### src/hdl/trs_pkg.sv
// Package for the TRS affine matrix block: payload structs, stage structs,
// fixed-point widths and the round-and-saturate helper.
// Depends on nothing; every other file in the block imports it.
package trs_pkg;

    // Field widths of the transform and of the matrix entries
    localparam int QuatW    = 16;
    localparam int TransW   = 32;
    localparam int ScaleW   = 16;
    localparam int EntryW   = 32;

    // Quaternion products are Q4.28; rotation entries need two guard bits
    localparam int ProdW    = 2 * QuatW;
    localparam int RotW     = ProdW + 2;
    // Rotation times Q8.8 scale is in units of 2^-36
    localparam int ScaledW  = RotW + ScaleW;
    // Shift from 2^-36 units down to Q16.16
    localparam int FracShift = 20;
    localparam int QuotW    = ScaledW + 1 - FracShift;

    // 1.0 in Q4.28
    localparam logic signed [RotW-1:0] OneQ28 = RotW'(64'sd1 <<< 28);

    // Saturation bounds of a Q16.16 entry
    localparam logic signed [63:0] EntryMax = 64'sd2147483647;
    localparam logic signed [63:0] EntryMin = -64'sd2147483648;

    // One input beat: quaternion, translation and scale
    typedef struct packed {
        logic signed [QuatW-1:0]  quat_w;
        logic signed [QuatW-1:0]  quat_x;
        logic signed [QuatW-1:0]  quat_y;
        logic signed [QuatW-1:0]  quat_z;
        logic signed [TransW-1:0] trans_x;
        logic signed [TransW-1:0] trans_y;
        logic signed [TransW-1:0] trans_z;
        logic signed [ScaleW-1:0] scale_x;
        logic signed [ScaleW-1:0] scale_y;
        logic signed [ScaleW-1:0] scale_z;
    } trs_xform_t;

    // One output beat: the top three rows of the affine matrix
    typedef struct packed {
        logic signed [EntryW-1:0] m_r0_c0;
        logic signed [EntryW-1:0] m_r0_c1;
        logic signed [EntryW-1:0] m_r0_c2;
        logic signed [EntryW-1:0] m_r0_c3;
        logic signed [EntryW-1:0] m_r1_c0;
        logic signed [EntryW-1:0] m_r1_c1;
        logic signed [EntryW-1:0] m_r1_c2;
        logic signed [EntryW-1:0] m_r1_c3;
        logic signed [EntryW-1:0] m_r2_c0;
        logic signed [EntryW-1:0] m_r2_c1;
        logic signed [EntryW-1:0] m_r2_c2;
        logic signed [EntryW-1:0] m_r2_c3;
    } trs_matrix_t;

    // Translation and scale ride along with the arithmetic stages
    typedef struct packed {
        logic signed [TransW-1:0] trans_x;
        logic signed [TransW-1:0] trans_y;
        logic signed [TransW-1:0] trans_z;
        logic signed [ScaleW-1:0] scale_x;
        logic signed [ScaleW-1:0] scale_y;
        logic signed [ScaleW-1:0] scale_z;
    } trs_side_t;

    // First stage result: the nine quaternion products in Q4.28
    typedef struct packed {
        logic signed [ProdW-1:0] xx;
        logic signed [ProdW-1:0] yy;
        logic signed [ProdW-1:0] zz;
        logic signed [ProdW-1:0] xy;
        logic signed [ProdW-1:0] xz;
        logic signed [ProdW-1:0] yz;
        logic signed [ProdW-1:0] wx;
        logic signed [ProdW-1:0] wy;
        logic signed [ProdW-1:0] wz;
        trs_side_t               side;
    } trs_prod_t;

    // Second stage result: the unnormalized rotation matrix in Q4.28
    typedef struct packed {
        logic signed [RotW-1:0] r00;
        logic signed [RotW-1:0] r01;
        logic signed [RotW-1:0] r02;
        logic signed [RotW-1:0] r10;
        logic signed [RotW-1:0] r11;
        logic signed [RotW-1:0] r12;
        logic signed [RotW-1:0] r20;
        logic signed [RotW-1:0] r21;
        logic signed [RotW-1:0] r22;
        trs_side_t              side;
    } trs_rot_t;

    // Rounds a 2^-36 product to Q16.16 (ties toward plus infinity) and
    // clamps it to the signed 32-bit range.
    function automatic logic signed [EntryW-1:0] round_sat(
        input logic signed [ScaledW-1:0] p
    );
        logic signed [ScaledW:0]  biased;
        logic signed [QuotW-1:0]  quot;
        logic signed [63:0]       wide;
        logic signed [EntryW-1:0] res;
        biased = (ScaledW+1)'(p) + (ScaledW+1)'(64'sd1 <<< (FracShift - 1));
        quot   = biased[ScaledW:FracShift];
        wide   = 64'(quot);
        if (wide > EntryMax) begin
            res = EntryW'(EntryMax);
        end else if (wide < EntryMin) begin
            res = EntryW'(EntryMin);
        end else begin
            res = wide[EntryW-1:0];
        end
        return res;
    endfunction

endpackage

### src/hdl/trs_rot_build.sv
// Second pipeline stage: sums the quaternion products into the rotation matrix.
// Depends on trs_pkg for the stage structs and the Q4.28 one.
module trs_rot_build
    import trs_pkg::*;
(
    input  logic      clk,
    input  logic      rst_n,
    input  logic      prod_valid,
    output logic      prod_ready,
    input  trs_prod_t prod,
    output logic      rot_valid,
    input  logic      rot_ready,
    output trs_rot_t  rot
);

    logic     valid_reg;
    logic     load;
    trs_rot_t rot_reg;
    trs_rot_t rot_next;

    logic signed [RotW-1:0] xx;
    logic signed [RotW-1:0] yy;
    logic signed [RotW-1:0] zz;
    logic signed [RotW-1:0] xy;
    logic signed [RotW-1:0] xz;
    logic signed [RotW-1:0] yz;
    logic signed [RotW-1:0] wx;
    logic signed [RotW-1:0] wy;
    logic signed [RotW-1:0] wz;

    assign load       = !valid_reg || rot_ready;
    assign prod_ready = load;

    // Standard quaternion rotation matrix, without normalization.
    always_comb
    begin
        xx = RotW'(prod.xx);
        yy = RotW'(prod.yy);
        zz = RotW'(prod.zz);
        xy = RotW'(prod.xy);
        xz = RotW'(prod.xz);
        yz = RotW'(prod.yz);
        wx = RotW'(prod.wx);
        wy = RotW'(prod.wy);
        wz = RotW'(prod.wz);
        rot_next.r00  = OneQ28 - ((yy + zz) <<< 1);
        rot_next.r01  = (xy - wz) <<< 1;
        rot_next.r02  = (xz + wy) <<< 1;
        rot_next.r10  = (xy + wz) <<< 1;
        rot_next.r11  = OneQ28 - ((xx + zz) <<< 1);
        rot_next.r12  = (yz - wx) <<< 1;
        rot_next.r20  = (xz - wy) <<< 1;
        rot_next.r21  = (yz + wx) <<< 1;
        rot_next.r22  = OneQ28 - ((xx + yy) <<< 1);
        rot_next.side = prod.side;
    end

    // Valid bit of the stage.
    always_ff @(posedge clk or negedge rst_n)
    begin
        if (!rst_n) begin
            valid_reg <= 1'b0;
        end else if (load) begin
            valid_reg <= prod_valid;
        end
    end

    // Data register of the stage.
    always_ff @(posedge clk)
    begin
        if (load && prod_valid) begin
            rot_reg <= rot_next;
        end
    end

    assign rot_valid = valid_reg;
    assign rot       = rot_reg;

endmodule

### config.mk
export PLATFORM = sky130hd
export DESIGN_NAME = trs_rot_build
export DESIGN_NICKNAME = d
export VERILOG_FILES = /design/src/hdl/trs_pkg.sv /design/src/hdl/trs_rot_build.sv
export SDC_FILE = /design/constraint.sdc
export NUM_CORES = 1
export LEC_CHECK = 0
export ABC_AREA = 1
export BUFFER_PORTS_ARGS = -buffer_cell sky130_fd_sc_hd__buf_2
export CAP_MARGIN = 0
export CORE_AREA = 2 2 343 345
export CTS_BUF_LIST = sky130_fd_sc_hd__clkbuf_8 sky130_fd_sc_hd__clkbuf_16
export DETAILED_ROUTE_END_ITERATION = 8
export DIE_AREA = 0 0 345 347
export HOLD_SLACK_MARGIN = 0.06
export PLACE_DENSITY = 0.61
export SLEW_MARGIN = 5
export SYNTH_ARGS = -nofsm -noshare
export SYNTH_HDL_FRONTEND = slang
export SYNTH_SLANG_ARGS = --single-unit
### constraint.sdc
create_clock -name clk -period 55.2 [get_ports clk]
set_input_delay 8.28 -clock clk [delete_from_list [all_inputs] [get_ports clk]]
set_output_delay 8.28 -clock clk [all_outputs]
set_load 0.02 [all_outputs]
## Yosys cells after proc, flatten, opt, wreduce, memory -nomap -nowiden

Cells that the tools add are included.

- Input port bits: 436
- Logic and storage cells: 31
- Bits in registers: 445
- Output and inout port bits: 452

- $add $sub $neg: 12
- Reduce and logical (&&, ||, !) cells: 3

Operator list:

| cell | count |
|---|---|
| 32-bit by 32-bit adder with 33-bit output | 6 |
| 30-bit by 34-bit subtractor with 34-bit output, first input constant | 3 |
| 32-bit by 32-bit subtractor with 33-bit output | 3 |
| 1-bit logical AND | 1 |
| 1-bit zero test | 1 |
| 1-bit logical OR | 1 |

## Logic depth before layout (Yosys ltp)

- Depth in word-level cells: 3
- Gate-level depth with buffers: 21
- Gate-level depth less buffers: 21

## Worst setup path before layout

No wires, ideal clock.

- Path kind: input -> register
- From: input prod_valid
- To: register rot_reg, in the netlist rot[0], enable pin
- Path buffers: 0
- Arrival: 29.289 ns
- Data required time: 53.813 ns
- Setup time: 1.387 ns
- Setup slack: 24.524 ns
- Cell stages on the path: 2
- Cell sequence: inv_1 > a21oi_1

- Longest elaborated chain between the ends: 1

RTL lines:

| item | RTL line | RTL |
|---|---|---|
| start, declared | trs_rot_build.sv:8 | `input logic prod_valid,` |
| 1-bit logical AND | trs_rot_build.sv:71 | `if (load && prod_valid) begin` |
| end signal, assigned | trs_rot_build.sv:72 | `rot_reg <= rot_next;` |
| end, declared | trs_rot_build.sv:18 | `trs_rot_t rot_reg;` |

Every way passes these cells.
A chain may end at the register's enable or synchronous reset.

## Final worst setup path

- From: input rot_ready
- To: output prod_ready

- Longest elaborated chain between the ends: 1

RTL lines:

| item | RTL line | RTL |
|---|---|---|
| start, declared | trs_rot_build.sv:12 | `input logic rot_ready,` |
| 1-bit logical OR | trs_rot_build.sv:31 | `assign load = !valid_reg \|\| rot_ready;` |
| end, declared | trs_rot_build.sv:9 | `output logic prod_ready,` |

Every way passes these cells.

==> summary.txt <==
Finish
  • Register area: 13180 um^2
  • Area growth, synth to finish: 22.17%
  • Filler cell count in the final layout: 12180
  • Post-layout instance area: 43260 um^2
  • Most frequent cells in the layout: 1266 x sky130_fd_sc_hd__nand2_1, 878 x sky130_fd_sc_hd__buf_2, 865 x sky130_fd_sc_hd__inv_1
  • Fraction of final layout cells sized beyond drive strength 1: 19.29%
  • Number of nets in the final layout: 6306
  • Most frequent standard cell in the layout excluding fill and tap cells: sky130_fd_sc_hd__nand2_1
  • Multi-input gate area in the final layout: 18580 um^2
  • Number of flip-flops under the largest register name: 438

Power and ir drop
  • Maximum vdd ir drop: 0.00002139 V
  • Overall Power: 1201 uW
  • Power density over cell area: 27.76 nW/um^2
  • Leak: 0.02173 uW

Die
  • Die Area: 119700 um^2
  • Initial core utilization: 30.59%
  • Site Rows: 125
  • Core region area: 115700 um^2
  • Die outline height: 347 um
  • Total I/O pin count: 888
  • Die Width: 345 um

Setup path
  • Critical-path cell with the highest stage delay: sky130_fd_sc_hd__buf_2
  • R2R Path Start: rot_valid
  • Critical setup path kind: input port to output pin
  • Critical path arrival: 8.81 ns
  • Required time of the critical path: 46.92 ns
  • Reg-to-Reg End: rot[89]
  • Worst setup path start: rot_ready
  • Critical-path cell list: buf_2 -> inv_1 -> nand2_1 -> buf_2
  • Delay of the slowest critical-path stage: 0.21 ns
  • Cell occurring most often along the worst timing path: sky130_fd_sc_hd__buf_2
  • Reg-to-reg slack, setup: 51.22 ns
  • Crit end category: output pin
  • Startpoint type of the worst setup path: input port
  • R2R cell count: 5
  • End point of the critical path: prod_ready
  • Critical-path maximum fanout: 2

Clocking
  • # clock sinks: 439
  • Clock transition at the registers of the reported paths: 0.06 ns
  • Resized Gates After CTS: 0
  • Clock insertion delay at the later pin of the skew report: 0.64 ns
  • Maximum buffer depth of the clock tree: 3
  • Root Buffer Master: sky130_fd_sc_hd__clkbuf_16
  • # Post-CTS Setup Buffers: 0
  • Clock H-tree levels: 2
  • CTS tree: yes
  • Number of buffers inserted during clock tree synthesis: 53
  • Count of hold-fix buffers inserted at cts: 0

GRT
  • Wire length of the first global-routing pass: 221.1 mm
  • Vias in the first global route: 32840
  • All-Layer GR Usage: 25.09%
  • Number of antenna violations at the first check in global routing: 37
  • Total gr overflow: 0
  • Maximum number of pins on one net before global-route repair: 88

Logic synthesis
  • Netlist area before placement: 35410 um^2
  • Main flop type after synthesis: sky130_fd_sc_hd__edfxtp_1
  • Synth Warn #: 0
  • Mean area per synthesized cell: 7.507 um^2
  • Count of flip-flops with a built-in enable after synthesis: 438
  • Leading cell types by total area after synthesis: sky130_fd_sc_hd__edfxtp_1 37%, sky130_fd_sc_hd__nand2_1 13%, sky130_fd_sc_hd__ha_1 10%
  • Async S/R FF share, synth: 0.2278%
  • Gate Count Post-Synth: 4716
  • Number of flip-flops and latches in the synthesized netlist: 439
  • Fraction of synthesized cell area taken by the top area cell type: 37.15%
  • Fraction of the yosys area taken by sequential cells: 37.22%
  • Number of unique standard cell types used by synthesis: 46
  • Biggest area consumer among synthesized cells: sky130_fd_sc_hd__edfxtp_1

Routing
  • Via count of the routed design: 34740
  • DRT iter0 DRCs: 2916
  • Final routed wire length divided by cell count: 21.91 um
  • Remaining antenna violation count after routing: 0
  • Length of the first detailed-routing pass in iterations: 9
  • DRC Markers: 0
  • Wirelength, routed: 156.5 mm
  • Drt via density: 4.862

Placed design
  • Port-buffer cells: 878
  • Post-detailed-placement cell area: 41380 um^2
  • Weighted congestion reported at the end of routability-driven placement: 1.023
  • DP HPWL: 135.1 mm
  • Post-place setup slack: 38.10 ns

Run
  • # Max-Cap Violations: 0

Timing
  • RSZ-0062 raised after global routing: no
  • Fin Hold WS: 0.6546 ns
  • Worst rel slew slack: 24.62%
  • Peak Freq: 0.05850 GHz
  • Worst Clk Skew: 0.02277 ns
  • Final critical-path setup slack: 38.11 ns
  • Final number of setup-violating endpoints: 0
  • Shortest clock period the worst path allows after layout: 17.09 ns
  • Final hold viol count: 0
  • Setup tns final: 0 ns
  • Tightest Pin Transition: 1.131 ns
  • Slew Limit Fails: 0
  • Period Utilization, post-route: 30.97%

Run status
  • Run status: finished clean

Hold path
  • Min-delay worst type: register to register
[synthesized netlist by cell type (2+ instances only)]
library cell	count
sky130_fd_sc_hd__nand2_2	35
sky130_fd_sc_hd__a21oi_2	6
sky130_fd_sc_hd__xnor2_1	37
sky130_fd_sc_hd__fa_1	9
sky130_fd_sc_hd__o21a_1	14
sky130_fd_sc_hd__a21boi_1	12
sky130_fd_sc_hd__ha_1	291
sky130_fd_sc_hd__nor4_1	13
sky130_fd_sc_hd__nand3_1	224
sky130_fd_sc_hd__nor2_2	28
sky130_fd_sc_hd__inv_2	15
sky130_fd_sc_hd__o21bai_1	51
sky130_fd_sc_hd__a31oi_1	5
sky130_fd_sc_hd__a21o_1	11
sky130_fd_sc_hd__inv_1	855
sky130_fd_sc_hd__buf_4	13
sky130_fd_sc_hd__buf_2	18
sky130_fd_sc_hd__a211oi_1	4
sky130_fd_sc_hd__nor2_1	457
sky130_fd_sc_hd__xor2_1	217
sky130_fd_sc_hd__and2_1	13
sky130_fd_sc_hd__nor3_1	38
sky130_fd_sc_hd__a21oi_1	250
sky130_fd_sc_hd__clkbuf_1	63
sky130_fd_sc_hd__and3_1	2
sky130_fd_sc_hd__nor2_4	11
sky130_fd_sc_hd__nand3_2	14
sky130_fd_sc_hd__edfxtp_1	438
sky130_fd_sc_hd__a21boi_0	22
sky130_fd_sc_hd__a221oi_1	19
sky130_fd_sc_hd__o21ai_1	27
sky130_fd_sc_hd__o31ai_1	9
sky130_fd_sc_hd__o21ai_0	137
sky130_fd_sc_hd__nand3b_1	16
sky130_fd_sc_hd__o2111ai_1	6
sky130_fd_sc_hd__nand4_1	56
sky130_fd_sc_hd__nand2_1	1266
sky130_fd_sc_hd__o211ai_1	6
[cell families after synthesis]
kind of cell / share of synthesized area [%]
flip-flops: 37.22
buffers and inverters: 10.43
adder cells (fa/ha/maj): 10.79
other: 0.01059
XOR/XNOR: 6.283
AND/OR/NAND/NOR: 25.79
AO/OA/AOI/OAI: 9.475
[how the worst min path moves through the flow]
stage	start	to	slack (ns)	cells after the start
after global routing	rot_valid	rot[92]	0.67	1
final	rot_valid	rot[92]	0.65	1
after detailed placement	rot_valid	rot[92]	0.64	1
after global placement	rot_valid	rot[92]	0.64	1
after floorplan	rot_valid	rot_valid	0.77	2
after CTS	rot_valid	rot[92]	0.66	1
[final cells by class]
cell class                 instances  share of cell area [%]
clock buffer                      54                   3.124
clock inverter                    44                   1.180
timing repair buffer             885                   10.28
sequential                       439                   30.46
antenna                            7                 0.04050
tap                             1524                   4.408
multi-input combinational       3320                   42.94
inverter                         871                   7.558
[power breakdown]
group	switching (uW)	internal (uW)	leakage (uW)
Sequential	10.9	413	0.00418
Clock	152	225	0.000944
Combinational	282	116	0.0166
Total	446	755	0.0217
[critical path, delay by kind of cell]
family                 cells  cell delay, ns
buffers and inverters      3            0.41
and+or+nand+nor            1            0.12
[routing by layer]
layer  vias up  wire length, um  track usage, %
met5         -              186               0
met4        26             6082           8.781
met3       222            11490           5.041
met2      1383            71790           41.37
met1     16290            66990           32.61
li1      16820                -               -
[through the flow]
| step | utilization (%) | cells |
|---|---|---|
| 2_1_floorplan | - | 4724 |
| 3_3_place_gp | 35.75 | 7039 |
| 3_5_place_dp | 35.75 | 7039 |
| 4_1_cts | 37.36 | 7137 |
| 5_1_grt | 37.37 | 7143 |
| 6_report | 37.37 | 7144 |
Note: power is estimated with default switching activity, not from simulation.
